## config.mk

```make
export PLATFORM = sky130hd
export DESIGN_NAME = layer_stack_damage_scheduler_unit_flat
export DESIGN_NICKNAME = d
export VERILOG_FILES = /design/src/lsd_pkg.sv /design/src/lsd_ifs.sv /design/src/lsd_clip_unit.sv /design/src/lsd_result_queue.sv /design/src/lsd_engine.sv /design/src/layer_stack_damage_scheduler_unit.sv /design/src/flat_wrapper.sv
export SDC_FILE = /design/constraint.sdc
export NUM_CORES = 2
export LEC_CHECK = 0
export CORE_MARGIN = 2
export CORE_UTILIZATION = 25
export CTS_CLUSTER_SIZE = 12
export DETAILED_ROUTE_END_ITERATION = 6
export DONT_BUFFER_PORTS = 1
export HOLD_SLACK_MARGIN = 0.12
export SLEW_MARGIN = 10
export SYNTH_ARGS = -nofsm -noshare
export SYNTH_HDL_FRONTEND = slang
export SYNTH_HIERARCHICAL = 1
export SYNTH_SLANG_ARGS = --single-unit
```

## constraint.sdc

```tcl
create_clock -name clk -period 9.15 [get_ports clk]
set_input_delay 1.3725 -clock clk [delete_from_list [all_inputs] [get_ports clk]]
set_output_delay 1.3725 -clock clk [all_outputs]
set_load 0.01 [all_outputs]
```

## src/lsd_pkg.sv

```systemverilog
// lsd_pkg: shared widths, command codes, word and control types for the
// layer stack damage scheduler. No dependencies.
package lsd_pkg;

  localparam int ACT_W    = 3;
  localparam int ID_W     = 4;
  localparam int HREQ_W   = 5;
  localparam int COORD_W  = 12;
  localparam int SIZE_W   = 11;
  localparam int KEY_W    = 8;
  localparam int AREA_W   = 14;
  localparam int CFG_IDX_W = 2;
  localparam int MAX_RESULTS = 32;
  localparam int NRES_W   = 6;

  localparam logic [ACT_W-1:0] ACT_ALLOC   = 3'd0;
  localparam logic [ACT_W-1:0] ACT_SIZE    = 3'd1;
  localparam logic [ACT_W-1:0] ACT_HEIGHT  = 3'd2;
  localparam logic [ACT_W-1:0] ACT_MOVE    = 3'd3;
  localparam logic [ACT_W-1:0] ACT_REFRESH = 3'd4;
  localparam logic [ACT_W-1:0] ACT_RELEASE = 3'd5;

  localparam logic [CFG_IDX_W-1:0] CFG_SCREEN_W = 2'd0;
  localparam logic [CFG_IDX_W-1:0] CFG_SCREEN_H = 2'd1;

  localparam logic [SIZE_W-1:0] SCREEN_W_RESET = 11'd320;
  localparam logic [SIZE_W-1:0] SCREEN_H_RESET = 11'd200;

  typedef logic signed [AREA_W-1:0] area_t;

  typedef struct packed {
    area_t x0;
    area_t y0;
    area_t x1;
    area_t y1;
  } rect_t;

  typedef struct packed {
    logic signed [COORD_W-1:0] x;
    logic signed [COORD_W-1:0] y;
    logic [SIZE_W-1:0]         w;
    logic [SIZE_W-1:0]         h;
    logic [KEY_W-1:0]          key;
  } attr_t;

  typedef struct packed {
    logic                      kind;
    logic [ID_W-1:0]           out_layer;
    logic                      ok;
    logic [SIZE_W-1:0]         src_x0;
    logic [SIZE_W-1:0]         src_y0;
    logic [SIZE_W-1:0]         src_x1;
    logic [SIZE_W-1:0]         src_y1;
    logic signed [COORD_W-1:0] dst_x;
    logic signed [COORD_W-1:0] dst_y;
    logic [KEY_W-1:0]          key_out;
    logic                      last;
  } res_t;

  typedef struct packed {
    logic push;
    logic flush;
    res_t res;
  } q_ctl_t;

  typedef enum logic [3:0] {
    S_IDLE,
    S_ATTR,
    S_ALLOC,
    S_SRCH_RD,
    S_SRCH_CMP,
    S_RESTACK,
    S_SH_RD,
    S_SH_WR,
    S_SH_PUT,
    S_RP_LOAD,
    S_RP_INIT,
    S_RP_SO,
    S_RP_AT,
    S_RP_CALC,
    S_RP_END,
    S_FLUSH
  } state_t;

endpackage

```

## src/lsd_ifs.sv

```systemverilog
// lsd_ifs: handshake channels of the scheduler (command, result, config).
// Depends on lsd_pkg.
interface lsd_cmd_if;
  import lsd_pkg::*;
  logic                      valid;
  logic                      ready;
  logic [ACT_W-1:0]          action;
  logic [ID_W-1:0]           layer_id;
  logic signed [HREQ_W-1:0]  req_height;
  logic signed [COORD_W-1:0] x_a;
  logic signed [COORD_W-1:0] y_a;
  logic signed [COORD_W-1:0] x_b;
  logic signed [COORD_W-1:0] y_b;
  logic [SIZE_W-1:0]         size_x;
  logic [SIZE_W-1:0]         size_y;
  logic [KEY_W-1:0]          key_color;
  modport source (output valid, action, layer_id, req_height, x_a, y_a, x_b, y_b,
                  size_x, size_y, key_color, input ready);
  modport sink (input valid, action, layer_id, req_height, x_a, y_a, x_b, y_b,
                size_x, size_y, key_color, output ready);
endinterface

interface lsd_res_if;
  import lsd_pkg::*;
  logic                      valid;
  logic                      ready;
  logic                      kind;
  logic [ID_W-1:0]           out_layer;
  logic                      ok;
  logic [SIZE_W-1:0]         src_x0;
  logic [SIZE_W-1:0]         src_y0;
  logic [SIZE_W-1:0]         src_x1;
  logic [SIZE_W-1:0]         src_y1;
  logic signed [COORD_W-1:0] dst_x;
  logic signed [COORD_W-1:0] dst_y;
  logic [KEY_W-1:0]          key_out;
  logic                      last;
  modport source (output valid, kind, out_layer, ok, src_x0, src_y0, src_x1, src_y1,
                  dst_x, dst_y, key_out, last, input ready);
  modport sink (input valid, kind, out_layer, ok, src_x0, src_y0, src_x1, src_y1,
                dst_x, dst_y, key_out, last, output ready);
endinterface

interface lsd_cfg_if;
  import lsd_pkg::*;
  logic                 valid;
  logic                 ready;
  logic [CFG_IDX_W-1:0] index;
  logic [SIZE_W-1:0]    data;
  modport source (output valid, index, data, input ready);
  modport sink (input valid, index, data, output ready);
endinterface

```

## src/lsd_clip_unit.sv

```systemverilog
// lsd_clip_unit: clips a screen area against one layer and forms its blit word.
// Depends on lsd_pkg.
module lsd_clip_unit (
  input  lsd_pkg::rect_t           area,
  input  lsd_pkg::attr_t           at,
  input  logic [lsd_pkg::ID_W-1:0] layer,
  output logic                     hit,
  output lsd_pkg::res_t            res
);
  import lsd_pkg::*;

  area_t ex, ey, ew, eh;
  area_t bx0, by0, bx1, by1;
  area_t rx0, ry0, rx1, ry1;
  area_t dx, dy;

  always_comb begin
    ex  = AREA_W'(at.x);
    ey  = AREA_W'(at.y);
    ew  = AREA_W'({1'b0, at.w});
    eh  = AREA_W'({1'b0, at.h});
    bx0 = area.x0 - ex;
    by0 = area.y0 - ey;
    bx1 = area.x1 - ex;
    by1 = area.y1 - ey;
    rx0 = (bx0 < 0) ? '0 : bx0;
    ry0 = (by0 < 0) ? '0 : by0;
    rx1 = (bx1 > ew) ? ew : bx1;
    ry1 = (by1 > eh) ? eh : by1;
    dx  = ex + rx0;
    dy  = ey + ry0;
    hit = (rx0 < rx1) && (ry0 < ry1);
    res.kind      = 1'b1;
    res.out_layer = layer;
    res.ok        = 1'b1;
    res.src_x0    = rx0[SIZE_W-1:0];
    res.src_y0    = ry0[SIZE_W-1:0];
    res.src_x1    = rx1[SIZE_W-1:0];
    res.src_y1    = ry1[SIZE_W-1:0];
    res.dst_x     = dx[COORD_W-1:0];
    res.dst_y     = dy[COORD_W-1:0];
    res.key_out   = at.key;
    res.last      = 1'b0;
  end
endmodule

```

## src/lsd_result_queue.sv

```systemverilog
// lsd_result_queue: one-word hold stage that marks the final word of a command,
// followed by the output register. Depends on lsd_pkg and lsd_ifs.
module lsd_result_queue (
  input  logic            clk,
  input  logic            rst,
  input  lsd_pkg::q_ctl_t ctl,
  output logic            q_rdy,
  lsd_res_if.source       res
);
  import lsd_pkg::*;

  logic hold_v, out_v;
  res_t hold, out_w;
  logic out_free;

  assign out_free = !out_v || res.ready;
  assign q_rdy    = !hold_v || out_free;

  always_ff @(posedge clk) begin
    if (rst) begin
      hold_v <= 1'b0;
      out_v  <= 1'b0;
    end else begin
      if (out_v && res.ready) begin
        out_v <= 1'b0;
      end
      if (ctl.push && q_rdy) begin
        if (hold_v) begin
          out_v <= 1'b1;
        end
        hold_v <= 1'b1;
      end else if (ctl.flush && q_rdy && hold_v) begin
        out_v  <= 1'b1;
        hold_v <= 1'b0;
      end
    end
  end

  always_ff @(posedge clk) begin
    if (ctl.push && q_rdy) begin
      if (hold_v) begin
        out_w <= hold;
      end
      hold <= ctl.res;
    end else if (ctl.flush && q_rdy && hold_v) begin
      out_w      <= hold;
      out_w.last <= 1'b1;
    end
  end

  assign res.valid     = out_v;
  assign res.kind      = out_w.kind;
  assign res.out_layer = out_w.out_layer;
  assign res.ok        = out_w.ok;
  assign res.src_x0    = out_w.src_x0;
  assign res.src_y0    = out_w.src_y0;
  assign res.src_x1    = out_w.src_x1;
  assign res.src_y1    = out_w.src_y1;
  assign res.dst_x     = out_w.dst_x;
  assign res.dst_y     = out_w.dst_y;
  assign res.key_out   = out_w.key_out;
  assign res.last      = out_w.last;
endmodule

```

## src/lsd_engine.sv

```systemverilog
// lsd_engine: command sequencer around the layer attribute memory and the
// stack order memory. Depends on lsd_pkg, lsd_ifs and lsd_clip_unit.
module lsd_engine #(
  parameter int NUM_LAYERS = 16
) (
  input  logic                       clk,
  input  logic                       rst,
  lsd_cmd_if.sink                    cmd,
  input  logic [lsd_pkg::SIZE_W-1:0] screen_w,
  input  logic [lsd_pkg::SIZE_W-1:0] screen_h,
  output lsd_pkg::q_ctl_t            q_ctl,
  input  logic                       q_rdy
);
  import lsd_pkg::*;

  localparam int LW  = $clog2(NUM_LAYERS);
  localparam int CW  = $clog2(NUM_LAYERS + 1);
  localparam int LVW = (CW + 1 > HREQ_W) ? CW + 1 : HREQ_W;
  localparam int IW  = (LW > ID_W) ? LW : ID_W;

  typedef logic signed [LVW-1:0] lvl_t;
  localparam lvl_t LVL_NONE = '1;

  state_t state, state_next;

  // memories
  attr_t         attr_mem [NUM_LAYERS];
  logic [LW-1:0] so_mem   [NUM_LAYERS];
  attr_t         attr_rd;
  logic [LW-1:0] so_rd;
  logic [LW-1:0] attr_raddr, so_raddr, so_waddr;
  logic [LW-1:0] so_wdata;
  logic          so_we;

  logic [NUM_LAYERS-1:0] used, shown;
  logic [CW-1:0]         cnt, hp;
  logic [NRES_W-1:0]     nres;

  logic [ACT_W-1:0]          c_act;
  logic [LW-1:0]             c_idx;
  lvl_t                      c_req;
  logic signed [COORD_W-1:0] c_xa, c_ya;
  attr_t                     cur;
  lvl_t                      old, tgt, ptr, lo, hi;
  logic                      up, put_id, second;
  rect_t                     area;

  logic          accept, id_ok;
  logic [IW-1:0] id_w;
  logic [LW-1:0] idx_in;

  // allocate search
  logic          free_found;
  logic [LW-1:0] free_idx;
  logic [IW-1:0] free_w;

  // restack plan
  lvl_t cnt_l, top, lim, hc, hgt, p_lo, p_hi;
  logic p_up, p_same, p_empty;

  // screen clip
  area_t sw_a, sh_a;
  rect_t ca;
  logic  ca_empty;

  // layer clip
  logic clip_hit, want;
  res_t clip_res;
  logic [IW-1:0] lay_w;

  logic sh_done;
  lvl_t hp_l;

  assign accept = cmd.valid && cmd.ready;
  assign id_w   = IW'(cmd.layer_id);
  assign idx_in = id_w[LW-1:0];
  assign id_ok  = (32'(cmd.layer_id) < NUM_LAYERS) && used[idx_in];
  assign cmd.ready = (state == S_IDLE);

  always_comb begin
    free_found = 1'b0;
    free_idx   = '0;
    for (int i = NUM_LAYERS - 1; i >= 0; i--) begin
      if (!used[i]) begin
        free_found = 1'b1;
        free_idx   = LW'(i);
      end
    end
  end
  assign free_w = IW'(free_idx);

  // height clamp and shift range, from the old level and the request
  always_comb begin
    cnt_l  = LVW'(signed'({1'b0, cnt}));
    top    = cnt_l - lvl_t'(1);
    lim    = (old >= 0) ? top : cnt_l;
    hc     = (c_req > lim) ? lim : c_req;
    hgt    = (hc < LVL_NONE) ? LVL_NONE : hc;
    p_same = (old == hgt);
    p_up   = (hgt >= 0) && ((old > hgt) || (old == LVL_NONE));
    if (p_up) begin
      p_hi = (old == LVL_NONE) ? cnt_l : old;
      p_lo = hgt + lvl_t'(1);
    end else begin
      p_lo = old;
      p_hi = (hgt == LVL_NONE) ? top - lvl_t'(1) : hgt - lvl_t'(1);
    end
    p_empty = (p_hi < p_lo);
  end

  always_comb begin
    sw_a  = AREA_W'({1'b0, screen_w});
    sh_a  = AREA_W'({1'b0, screen_h});
    ca.x0 = (area.x0 < 0) ? '0 : area.x0;
    ca.y0 = (area.y0 < 0) ? '0 : area.y0;
    ca.x1 = (area.x1 > sw_a) ? sw_a : area.x1;
    ca.y1 = (area.y1 > sh_a) ? sh_a : area.y1;
    ca_empty = (ca.x0 >= ca.x1) || (ca.y0 >= ca.y1);
  end

  assign lay_w = IW'(so_rd);

  lsd_clip_unit u_clip (
    .area  (area),
    .at    (attr_rd),
    .layer (lay_w[ID_W-1:0]),
    .hit   (clip_hit),
    .res   (clip_res)
  );

  assign want    = clip_hit && (nres < NRES_W'(MAX_RESULTS));
  assign sh_done = up ? (ptr == lo) : (ptr == hi);
  assign hp_l    = LVW'(signed'({1'b0, hp}));

  always_comb begin
    state_next = state;
    attr_raddr = idx_in;
    so_raddr   = hp[LW-1:0];
    so_we      = 1'b0;
    so_waddr   = ptr[LW-1:0];
    so_wdata   = so_rd;
    q_ctl      = '0;
    unique case (state)
      S_IDLE: begin
        if (accept) begin
          unique case (cmd.action)
            ACT_ALLOC:   state_next = S_ALLOC;
            ACT_REFRESH: state_next = S_RP_INIT;
            ACT_HEIGHT, ACT_MOVE, ACT_RELEASE: state_next = id_ok ? S_ATTR : S_FLUSH;
            default:     state_next = S_FLUSH;
          endcase
        end
      end
      S_ATTR: begin
        unique case (c_act)
          ACT_MOVE:   state_next = shown[c_idx] ? S_RP_LOAD : S_FLUSH;
          ACT_HEIGHT: state_next = shown[c_idx] ? S_SRCH_RD : S_RESTACK;
          default:    state_next = shown[c_idx] ? S_SRCH_RD : S_FLUSH;
        endcase
      end
      S_ALLOC: begin
        q_ctl.push          = q_rdy;
        q_ctl.res.ok        = free_found;
        q_ctl.res.out_layer = free_w[ID_W-1:0];
        if (q_rdy) begin
          state_next = S_FLUSH;
        end
      end
      S_SRCH_RD: state_next = S_SRCH_CMP;
      S_SRCH_CMP: begin
        if (so_rd == c_idx || hp == cnt - 1'b1) begin
          state_next = S_RESTACK;
        end else begin
          state_next = S_SRCH_RD;
        end
      end
      S_RESTACK: begin
        if (p_same) begin
          state_next = S_FLUSH;
        end else if (p_empty) begin
          state_next = (hgt != LVL_NONE) ? S_SH_PUT : S_RP_LOAD;
        end else begin
          state_next = S_SH_RD;
        end
      end
      S_SH_RD: begin
        so_raddr   = up ? LW'(ptr - lvl_t'(1)) : LW'(ptr + lvl_t'(1));
        state_next = S_SH_WR;
      end
      S_SH_WR: begin
        so_we = 1'b1;
        if (sh_done) begin
          state_next = put_id ? S_SH_PUT : S_RP_LOAD;
        end else begin
          state_next = S_SH_RD;
        end
      end
      S_SH_PUT: begin
        so_we      = 1'b1;
        so_waddr   = tgt[LW-1:0];
        so_wdata   = c_idx;
        state_next = S_RP_LOAD;
      end
      S_RP_LOAD: state_next = S_RP_INIT;
      S_RP_INIT: state_next = ca_empty ? S_RP_END : S_RP_SO;
      S_RP_SO:   state_next = (hp >= cnt) ? S_RP_END : S_RP_AT;
      S_RP_AT: begin
        attr_raddr = so_rd;
        state_next = S_RP_CALC;
      end
      S_RP_CALC: begin
        q_ctl.res  = clip_res;
        q_ctl.push = want && q_rdy;
        if (!want || q_rdy) begin
          state_next = S_RP_SO;
        end
      end
      S_RP_END:  state_next = second ? S_RP_INIT : S_FLUSH;
      S_FLUSH: begin
        q_ctl.flush = 1'b1;
        if (q_rdy) begin
          state_next = S_IDLE;
        end
      end
      default: state_next = S_IDLE;
    endcase
  end

  always_ff @(posedge clk) begin
    if (rst) begin
      state <= S_IDLE;
    end else begin
      state <= state_next;
    end
  end

  // memories: one write and one registered read each
  always_ff @(posedge clk) begin
    if (state == S_IDLE && accept && cmd.action == ACT_SIZE && id_ok) begin
      attr_mem[idx_in].w   <= cmd.size_x;
      attr_mem[idx_in].h   <= cmd.size_y;
      attr_mem[idx_in].key <= cmd.key_color;
    end
    if (state == S_ATTR && c_act == ACT_MOVE) begin
      attr_mem[c_idx].x <= c_xa;
      attr_mem[c_idx].y <= c_ya;
    end
    attr_rd <= attr_mem[attr_raddr];
  end

  always_ff @(posedge clk) begin
    if (so_we) begin
      so_mem[so_waddr] <= so_wdata;
    end
    so_rd <= so_mem[so_raddr];
  end

  // control state
  always_ff @(posedge clk) begin
    if (rst) begin
      used  <= '0;
      shown <= '0;
      cnt   <= '0;
      nres  <= '0;
    end else begin
      if (accept) begin
        nres <= '0;
        if (cmd.action == ACT_RELEASE && id_ok) begin
          used[idx_in] <= 1'b0;
        end
      end
      if (q_ctl.push) begin
        nres <= nres + 1'b1;
      end
      if (state == S_ALLOC && q_rdy && free_found) begin
        used[free_idx]  <= 1'b1;
        shown[free_idx] <= 1'b0;
      end
      if (state == S_RESTACK && !p_same) begin
        if (old == LVL_NONE) begin
          shown[c_idx] <= 1'b1;
          cnt          <= cnt + 1'b1;
        end else if (hgt == LVL_NONE) begin
          shown[c_idx] <= 1'b0;
          cnt          <= cnt - 1'b1;
        end
      end
    end
  end

  // working registers of the current command
  always_ff @(posedge clk) begin
    case (state)
      S_IDLE: begin
        c_act  <= cmd.action;
        c_idx  <= idx_in;
        c_req  <= (cmd.action == ACT_RELEASE) ? LVL_NONE : LVW'(cmd.req_height);
        c_xa   <= cmd.x_a;
        c_ya   <= cmd.y_a;
        second <= 1'b0;
        hp     <= '0;
        area.x0 <= AREA_W'(cmd.x_a);
        area.y0 <= AREA_W'(cmd.y_a);
        area.x1 <= AREA_W'(cmd.x_b);
        area.y1 <= AREA_W'(cmd.y_b);
      end
      S_ATTR: begin
        cur    <= attr_rd;
        old    <= LVL_NONE;
        second <= (c_act == ACT_MOVE);
      end
      S_SRCH_CMP: begin
        if (so_rd == c_idx || hp == cnt - 1'b1) begin
          old <= hp_l;
        end else begin
          hp <= hp + 1'b1;
        end
      end
      S_RESTACK: begin
        tgt    <= hgt;
        up     <= p_up;
        put_id <= (hgt != LVL_NONE);
        lo     <= p_lo;
        hi     <= p_hi;
        ptr    <= p_up ? p_hi : p_lo;
      end
      S_SH_WR: begin
        if (!sh_done) begin
          ptr <= up ? (ptr - lvl_t'(1)) : (ptr + lvl_t'(1));
        end
      end
      S_RP_LOAD: begin
        area.x0 <= AREA_W'(cur.x);
        area.y0 <= AREA_W'(cur.y);
        area.x1 <= AREA_W'(cur.x) + AREA_W'({1'b0, cur.w});
        area.y1 <= AREA_W'(cur.y) + AREA_W'({1'b0, cur.h});
      end
      S_RP_INIT: begin
        area <= ca;
        hp   <= '0;
      end
      S_RP_CALC: begin
        if (!want || q_rdy) begin
          hp <= hp + 1'b1;
        end
      end
      S_RP_END: begin
        // move: second pass over the new rectangle
        second  <= 1'b0;
        area.x0 <= AREA_W'(c_xa);
        area.y0 <= AREA_W'(c_ya);
        area.x1 <= AREA_W'(c_xa) + AREA_W'({1'b0, cur.w});
        area.y1 <= AREA_W'(c_ya) + AREA_W'({1'b0, cur.h});
      end
      default: begin
      end
    endcase
  end

  a_cnt_range: assert property (@(posedge clk) disable iff (rst)
    32'(cnt) <= NUM_LAYERS)
    else $error("shown count beyond layer count");

  a_cnt_match: assert property (@(posedge clk) disable iff (rst)
    state == S_IDLE |-> $countones(shown) == 32'(cnt))
    else $error("shown flags disagree with shown count");

  a_res_cap: assert property (@(posedge clk) disable iff (rst)
    q_ctl.push |-> nres < NRES_W'(MAX_RESULTS))
    else $error("result pushed past the per-command cap");

  a_one_op: assert property (@(posedge clk) disable iff (rst)
    !(q_ctl.push && q_ctl.flush))
    else $error("push and flush in the same cycle");
endmodule

```

## src/layer_stack_damage_scheduler_unit.sv

```systemverilog
// layer_stack_damage_scheduler_unit: top level, screen size registers and
// wiring. Depends on lsd_pkg, lsd_ifs, lsd_engine and lsd_result_queue.
//
// Usage: commands arrive on cmd (valid/ready), one word each: allocate, set
// size and key, set height, move, refresh area, release. Each command returns
// zero or more words on res; the final word of a command carries last. An
// allocate gives one reply word; height changes, releases and moves of shown
// layers and refreshes give one blit word per shown layer whose clipped part
// is not empty, bottom to top, at most 32 per command. cfg writes screen width
// (index 0) and screen height (index 1); it is always ready; the user must
// write it only while idle, as the block itself does not enforce this.
// Timing: cmd takes one command at a time. A command runs through setup, a
// search and shift of stack entries, and a pass over the shown layers for each
// repainted area; the stack order memory, with one access per cycle, sets the
// pace. A word leaves the hold stage only when the next word or the end of the
// command arrives. A stalled res holds its word; the engine keeps working until
// the hold stage and output register are both full.
// Reset: all layers free, none shown, screen 320 x 200; no clearing pass.
module layer_stack_damage_scheduler_unit #(
  parameter int NUM_LAYERS = 16
) (
  input  logic      clk,
  input  logic      rst,
  lsd_cfg_if.sink   cfg,
  lsd_cmd_if.sink   cmd,
  lsd_res_if.source res
);
  import lsd_pkg::*;

  logic [SIZE_W-1:0] screen_w, screen_h;
  q_ctl_t            q_ctl;
  logic              q_rdy;

  assign cfg.ready = 1'b1;

  always_ff @(posedge clk) begin
    if (rst) begin
      screen_w <= SCREEN_W_RESET;
      screen_h <= SCREEN_H_RESET;
    end else if (cfg.valid && cfg.ready) begin
      unique case (cfg.index)
        CFG_SCREEN_W: screen_w <= cfg.data;
        CFG_SCREEN_H: screen_h <= cfg.data;
        default: begin
        end
      endcase
    end
  end

  lsd_engine #(
    .NUM_LAYERS (NUM_LAYERS)
  ) u_engine (
    .clk      (clk),
    .rst      (rst),
    .cmd      (cmd),
    .screen_w (screen_w),
    .screen_h (screen_h),
    .q_ctl    (q_ctl),
    .q_rdy    (q_rdy)
  );

  lsd_result_queue u_queue (
    .clk   (clk),
    .rst   (rst),
    .ctl   (q_ctl),
    .q_rdy (q_rdy),
    .res   (res)
  );
endmodule

```

## src/flat_wrapper.sv

```systemverilog
// flat-port wrapper written by rule: the top's interface ports become plain ports
module layer_stack_damage_scheduler_unit_flat import lsd_pkg::*;
#(
  parameter int NUM_LAYERS = 16
)
  (clk, rst, cfg_valid, cfg_index, cfg_data, cfg_ready, cmd_valid, cmd_action, cmd_layer_id, cmd_req_height, cmd_x_a, cmd_y_a, cmd_x_b, cmd_y_b, cmd_size_x, cmd_size_y, cmd_key_color, cmd_ready, res_valid, res_kind, res_out_layer, res_ok, res_src_x0, res_src_y0, res_src_x1, res_src_y1, res_dst_x, res_dst_y, res_key_out, res_last, res_ready);
  lsd_cfg_if cfg_i ();
  lsd_cmd_if cmd_i ();
  lsd_res_if res_i ();
  input  logic clk;
  input  logic rst;
  input wire logic [$bits(cfg_i.valid)-1:0] cfg_valid;
  input wire logic [$bits(cfg_i.index)-1:0] cfg_index;
  input wire logic [$bits(cfg_i.data)-1:0] cfg_data;
  output wire logic [$bits(cfg_i.ready)-1:0] cfg_ready;
  input wire logic [$bits(cmd_i.valid)-1:0] cmd_valid;
  input wire logic [$bits(cmd_i.action)-1:0] cmd_action;
  input wire logic [$bits(cmd_i.layer_id)-1:0] cmd_layer_id;
  input wire logic [$bits(cmd_i.req_height)-1:0] cmd_req_height;
  input wire logic [$bits(cmd_i.x_a)-1:0] cmd_x_a;
  input wire logic [$bits(cmd_i.y_a)-1:0] cmd_y_a;
  input wire logic [$bits(cmd_i.x_b)-1:0] cmd_x_b;
  input wire logic [$bits(cmd_i.y_b)-1:0] cmd_y_b;
  input wire logic [$bits(cmd_i.size_x)-1:0] cmd_size_x;
  input wire logic [$bits(cmd_i.size_y)-1:0] cmd_size_y;
  input wire logic [$bits(cmd_i.key_color)-1:0] cmd_key_color;
  output wire logic [$bits(cmd_i.ready)-1:0] cmd_ready;
  output wire logic [$bits(res_i.valid)-1:0] res_valid;
  output wire logic [$bits(res_i.kind)-1:0] res_kind;
  output wire logic [$bits(res_i.out_layer)-1:0] res_out_layer;
  output wire logic [$bits(res_i.ok)-1:0] res_ok;
  output wire logic [$bits(res_i.src_x0)-1:0] res_src_x0;
  output wire logic [$bits(res_i.src_y0)-1:0] res_src_y0;
  output wire logic [$bits(res_i.src_x1)-1:0] res_src_x1;
  output wire logic [$bits(res_i.src_y1)-1:0] res_src_y1;
  output wire logic [$bits(res_i.dst_x)-1:0] res_dst_x;
  output wire logic [$bits(res_i.dst_y)-1:0] res_dst_y;
  output wire logic [$bits(res_i.key_out)-1:0] res_key_out;
  output wire logic [$bits(res_i.last)-1:0] res_last;
  input wire logic [$bits(res_i.ready)-1:0] res_ready;
  assign cfg_i.valid = cfg_valid;
  assign cfg_i.index = cfg_index;
  assign cfg_i.data = cfg_data;
  assign cfg_ready = cfg_i.ready;
  assign cmd_i.valid = cmd_valid;
  assign cmd_i.action = cmd_action;
  assign cmd_i.layer_id = cmd_layer_id;
  assign cmd_i.req_height = cmd_req_height;
  assign cmd_i.x_a = cmd_x_a;
  assign cmd_i.y_a = cmd_y_a;
  assign cmd_i.x_b = cmd_x_b;
  assign cmd_i.y_b = cmd_y_b;
  assign cmd_i.size_x = cmd_size_x;
  assign cmd_i.size_y = cmd_size_y;
  assign cmd_i.key_color = cmd_key_color;
  assign cmd_ready = cmd_i.ready;
  assign res_valid = res_i.valid;
  assign res_kind = res_i.kind;
  assign res_out_layer = res_i.out_layer;
  assign res_ok = res_i.ok;
  assign res_src_x0 = res_i.src_x0;
  assign res_src_y0 = res_i.src_y0;
  assign res_src_x1 = res_i.src_x1;
  assign res_src_y1 = res_i.src_y1;
  assign res_dst_x = res_i.dst_x;
  assign res_dst_y = res_i.dst_y;
  assign res_key_out = res_i.key_out;
  assign res_last = res_i.last;
  assign res_i.ready = res_ready;
  layer_stack_damage_scheduler_unit #(.NUM_LAYERS(NUM_LAYERS)) u_core (.clk(clk), .rst(rst), .cfg(cfg_i), .cmd(cmd_i), .res(res_i));
endmodule
```

==> impl_metrics.env <==
export IMPL_viasPerCell=4.83
export IMPL_hpwl_mm=117
export IMPL_die_w_um=507
export IMPL_die_area_um2=257000
export IMPL_slew_headroom_pct=16.0
export IMPL_path_clk_slew_ns=0.06
export IMPL_fin_crit_ns=8.27
export IMPL_critPathMaxStageDelay_ns=0.60
export IMPL_wl_mm=177
export IMPL_drv_slew=0
export IMPL_antenna_found_initial=52
export IMPL_ys_warn_count=6
export IMPL_synth_distinct_cells=109
export IMPL_status="complete, no violations"
export IMPL_grtUsageTotal_pct=13.4
export IMPL_drive_above_1_share_pct=13.8
export IMPL_power_w=0.0221
export IMPL_r2r_start="u_core/u_engine/cnt[0]"
export IMPL_synth_cells=4298
export IMPL_hold_buffers=0
export IMPL_r2r_end="u_core/u_engine/state[1]"
export IMPL_synth_common_cells="1,268 x edfxtp_1, 326 x nand2_1, 242 x mux4_2"
export IMPL_start_util_pct=25.2
export IMPL_postPlaceCellArea_um2=67500
export IMPL_fmax_ghz=0.121
export IMPL_dr_pass1_iters=7
export IMPL_worstMarginPinSlew_ns=1.25
export IMPL_grt_pass1_vias=36900
export IMPL_fin_worst_skew_ns=0.0506
export IMPL_fin_hold_ws_ns=0.405
export IMPL_cts_inserted_buffers=144
export IMPL_grt_overflow=0
export IMPL_cts_tree="done"
export IMPL_crit_path_start="u_core/u_engine/cnt[0]"
export IMPL_worstSetupEndpointType="flip-flop"
export IMPL_grt_start_max_net_pins=118
export IMPL_die_y_um=507
export IMPL_crit_end="u_core/u_engine/state[1]"
export IMPL_coreArea_um2=251000
export IMPL_syn2layout_area_growth_pct=14.0
export IMPL_cp_common_cell="ha_1"
export IMPL_root_buffer="clkbuf_16"
export IMPL_critical_path_class="flip-flop to flip-flop"
export IMPL_via_count=37700
export IMPL_place_congestion=0.881
export IMPL_grt_pass1_wl_mm=256
export IMPL_dp_slack_ns=1.14
export IMPL_crit_slowest_cell="dfxtp_1"
export IMPL_synth_area_leader_cell="edfxtp_1"
export IMPL_async_flop_share_pct=0
export IMPL_cts_resized=0
export IMPL_tns_ns=0
export IMPL_syn_area_per_cell_um2=14.7
export IMPL_fillCellCount=25100
export IMPL_powerDensity_nw_per_um2=307
export IMPL_worst_ep_required_time_ns=9.82
export IMPL_fin_crit_sh_pct=90.4
export IMPL_finalInstanceArea_um2=72100
export IMPL_synth_main_ff_cell="edfxtp_1"
export IMPL_finalSetupViolations=0
export IMPL_synthTopCellsByArea="edfxtp_1 60%, mux4_2 8.6%, ha_1 4.8%"
export IMPL_whs_path_depth=0
export IMPL_synth_ff_latch_count=1397
export IMPL_rsz0062_at_grt="no"
export IMPL_rows=184
export IMPL_drc=0
export IMPL_clockBufferDepth=3
export IMPL_rr_worst_depth=34
export IMPL_yosysMostFrequentCell="edfxtp_1"
export IMPL_hp_class="flip-flop to flip-flop"
export IMPL_port_buffers=0
export IMPL_drv_cap=0
export IMPL_clock_latency_ns=0.80
export IMPL_ant_nets=0
export IMPL_clock_sinks=1397
export IMPL_avgRoutedWirePerCell_um=22.6
export IMPL_startpoint_type="flip-flop"
export IMPL_hold_violations=0
export IMPL_setup_ws_ns=0.878
export IMPL_ios=194
export IMPL_peakVddDrop_mv=0.158
export IMPL_worstPathMaxFanout=12
export IMPL_worstPathArrival_ns=8.95
export IMPL_drt_first_iter_violations=4462
export IMPL_cts_setup_buffers=0
export IMPL_ys_seq_area_share_pct=64.3
export IMPL_synth_edf_count=1268
export IMPL_synth_top_area_share_pct=60.2
export IMPL_syn_area_um2=63300
export IMPL_fin_nets=4685
export IMPL_rrSetupSlack_ns=0.88
export IMPL_cts_max_level=4
export IMPL_p_leak_nw=23.3
[cell usage in the layout (no fill, tap or decap), drive strengths merged, types with 18 or more instances in the layout]
cell / Yosys / routed
diode: 0 / 19
nand4: 22 / 22
a31oi: 78 / 78
clkbuf: 130 / 221
dfxtp: 129 / 129
a211oi: 81 / 81
nor3: 39 / 39
edfxtp: 1268 / 1268
inv: 172 / 180
a21o: 56 / 56
nand3: 56 / 56
o21a: 18 / 18
mux4: 242 / 242
mux2i: 81 / 81
xor2: 46 / 46
nor2: 216 / 216
a222oi: 31 / 31
and2: 193 / 193
o211ai: 19 / 19
ha: 241 / 241
buf: 58 / 69
nor2b: 72 / 72
clkinv: 0 / 27
nand2: 326 / 326
a21oi: 164 / 164
o21ai: 159 / 159
xnor2: 91 / 91
nand2b: 70 / 70
[logic make-up after synthesis]
group,Yosys count,share of synthesized area (%)
flip-flops,1397,64.3
other,3,0.0178
adder cells (fa/ha/maj),251,5.08
multiplexers,328,10.0
AND/OR/NAND/NOR,1085,8.64
AO/OA/AOI/OAI,737,7.71
buffers and inverters,360,2.30
XOR/XNOR,137,1.94
[worst max-delay path: cells and delay by family (launching register included)]
family / cells / cell delay [ns]
xor+xnor: 1 / 0.30
simple gates: 11 / 2.20
flops: 1 / 0.60
buf+inv: 4 / 0.78
compound gates: 12 / 2.39
mux: 1 / 0.21
fa+ha+maj: 5 / 1.66
[final cells by class]
cell class | instances | area, um^2 | area share, %
well taps | 3348 | 4190 | 5.81
inverters | 172 | 651 | 0.903
flip-flops and latches | 1397 | 40700 | 56.4
diodes | 19 | 47.5 | 0.0660
clock inverters | 39 | 495 | 0.687
multi-input cells | 2542 | 21400 | 29.7
repair buffers | 69 | 593 | 0.823
clock buffers | 221 | 4000 | 5.55
[layer usage]
layer | vias to the layer above | track usage, % | wire length, um
li1 | 16600 | - | -
met1 | 19400 | 18.8 | 78300
met2 | 1495 | 21.2 | 81400
met3 | 250 | 2.39 | 12900
met4 | 16 | 3.50 | 3980
met5 | - | 0 | 107
[flip-flops by register name, indices dropped and copies added, names as in the netlist, 6 cells and up]
signal                      flops
u_core/u_queue/res.src_x0      11
u_core/u_queue/res.key_out      8
u_core/u_engine/shown          16
u_core/u_engine/c_xa           12
u_core/u_queue/res.dst_y       12
u_core/u_queue/res.src_x1      11
u_core/u_engine/used           16
u_core/u_queue/res.src_y1      11
u_core/u_engine/hi              6
u_core/u_engine/old             6
u_core/u_engine/so_mem         64
u_core/u_engine/cur            46
u_core/screen_h                11
u_core/u_engine/attr_rd        54
u_core/u_engine/c_ya           12
u_core/screen_w                11
u_core/u_engine/lo              6
u_core/u_engine/nres            6
u_core/u_queue/res.dst_x       12
u_core/u_engine/area           56
u_core/u_engine/attr_mem      864
u_core/u_engine/ptr             6
u_core/u_queue/res.src_y0      11
u_core/u_queue/hold            83
[where the power goes]
| group | internal [W] | switching (W) |
|---|---|---|
| Clock | 0.00312 | 0.00252 |
| Combinational | 0.00322 | 0.00490 |
| Sequential | 0.00774 | 0.000637 |
| Total | 0.0141 | 0.00806 |
[through the flow]
step,util (%),instances
finish,28.7,7807
global route,28.7,7796
CTS,28.6,7788
detailed placement,26.9,7528
global placement,26.9,7528
floorplan,-,4299
[worst min-delay path by stage]
stage / end / start / slack (ns)
floorplan: u_core/u_queue/res.dst_x[0] / u_core/u_queue/hold[21] / 0.40
global placement: u_core/u_queue/res.out_layer[0] / u_core/u_queue/hold[78] / 0.40
detailed placement: u_core/u_queue/res.dst_x[2] / u_core/u_queue/hold[23] / 0.40
CTS: u_core/u_queue/res.key_out[5] / u_core/u_queue/hold[6] / 0.41
global route: u_core/u_queue/res.key_out[1] / u_core/u_queue/hold[2] / 0.42
finish: u_core/u_queue/res.key_out[5] / u_core/u_queue/hold[6] / 0.40
Power figures use the tool's default switching activity.
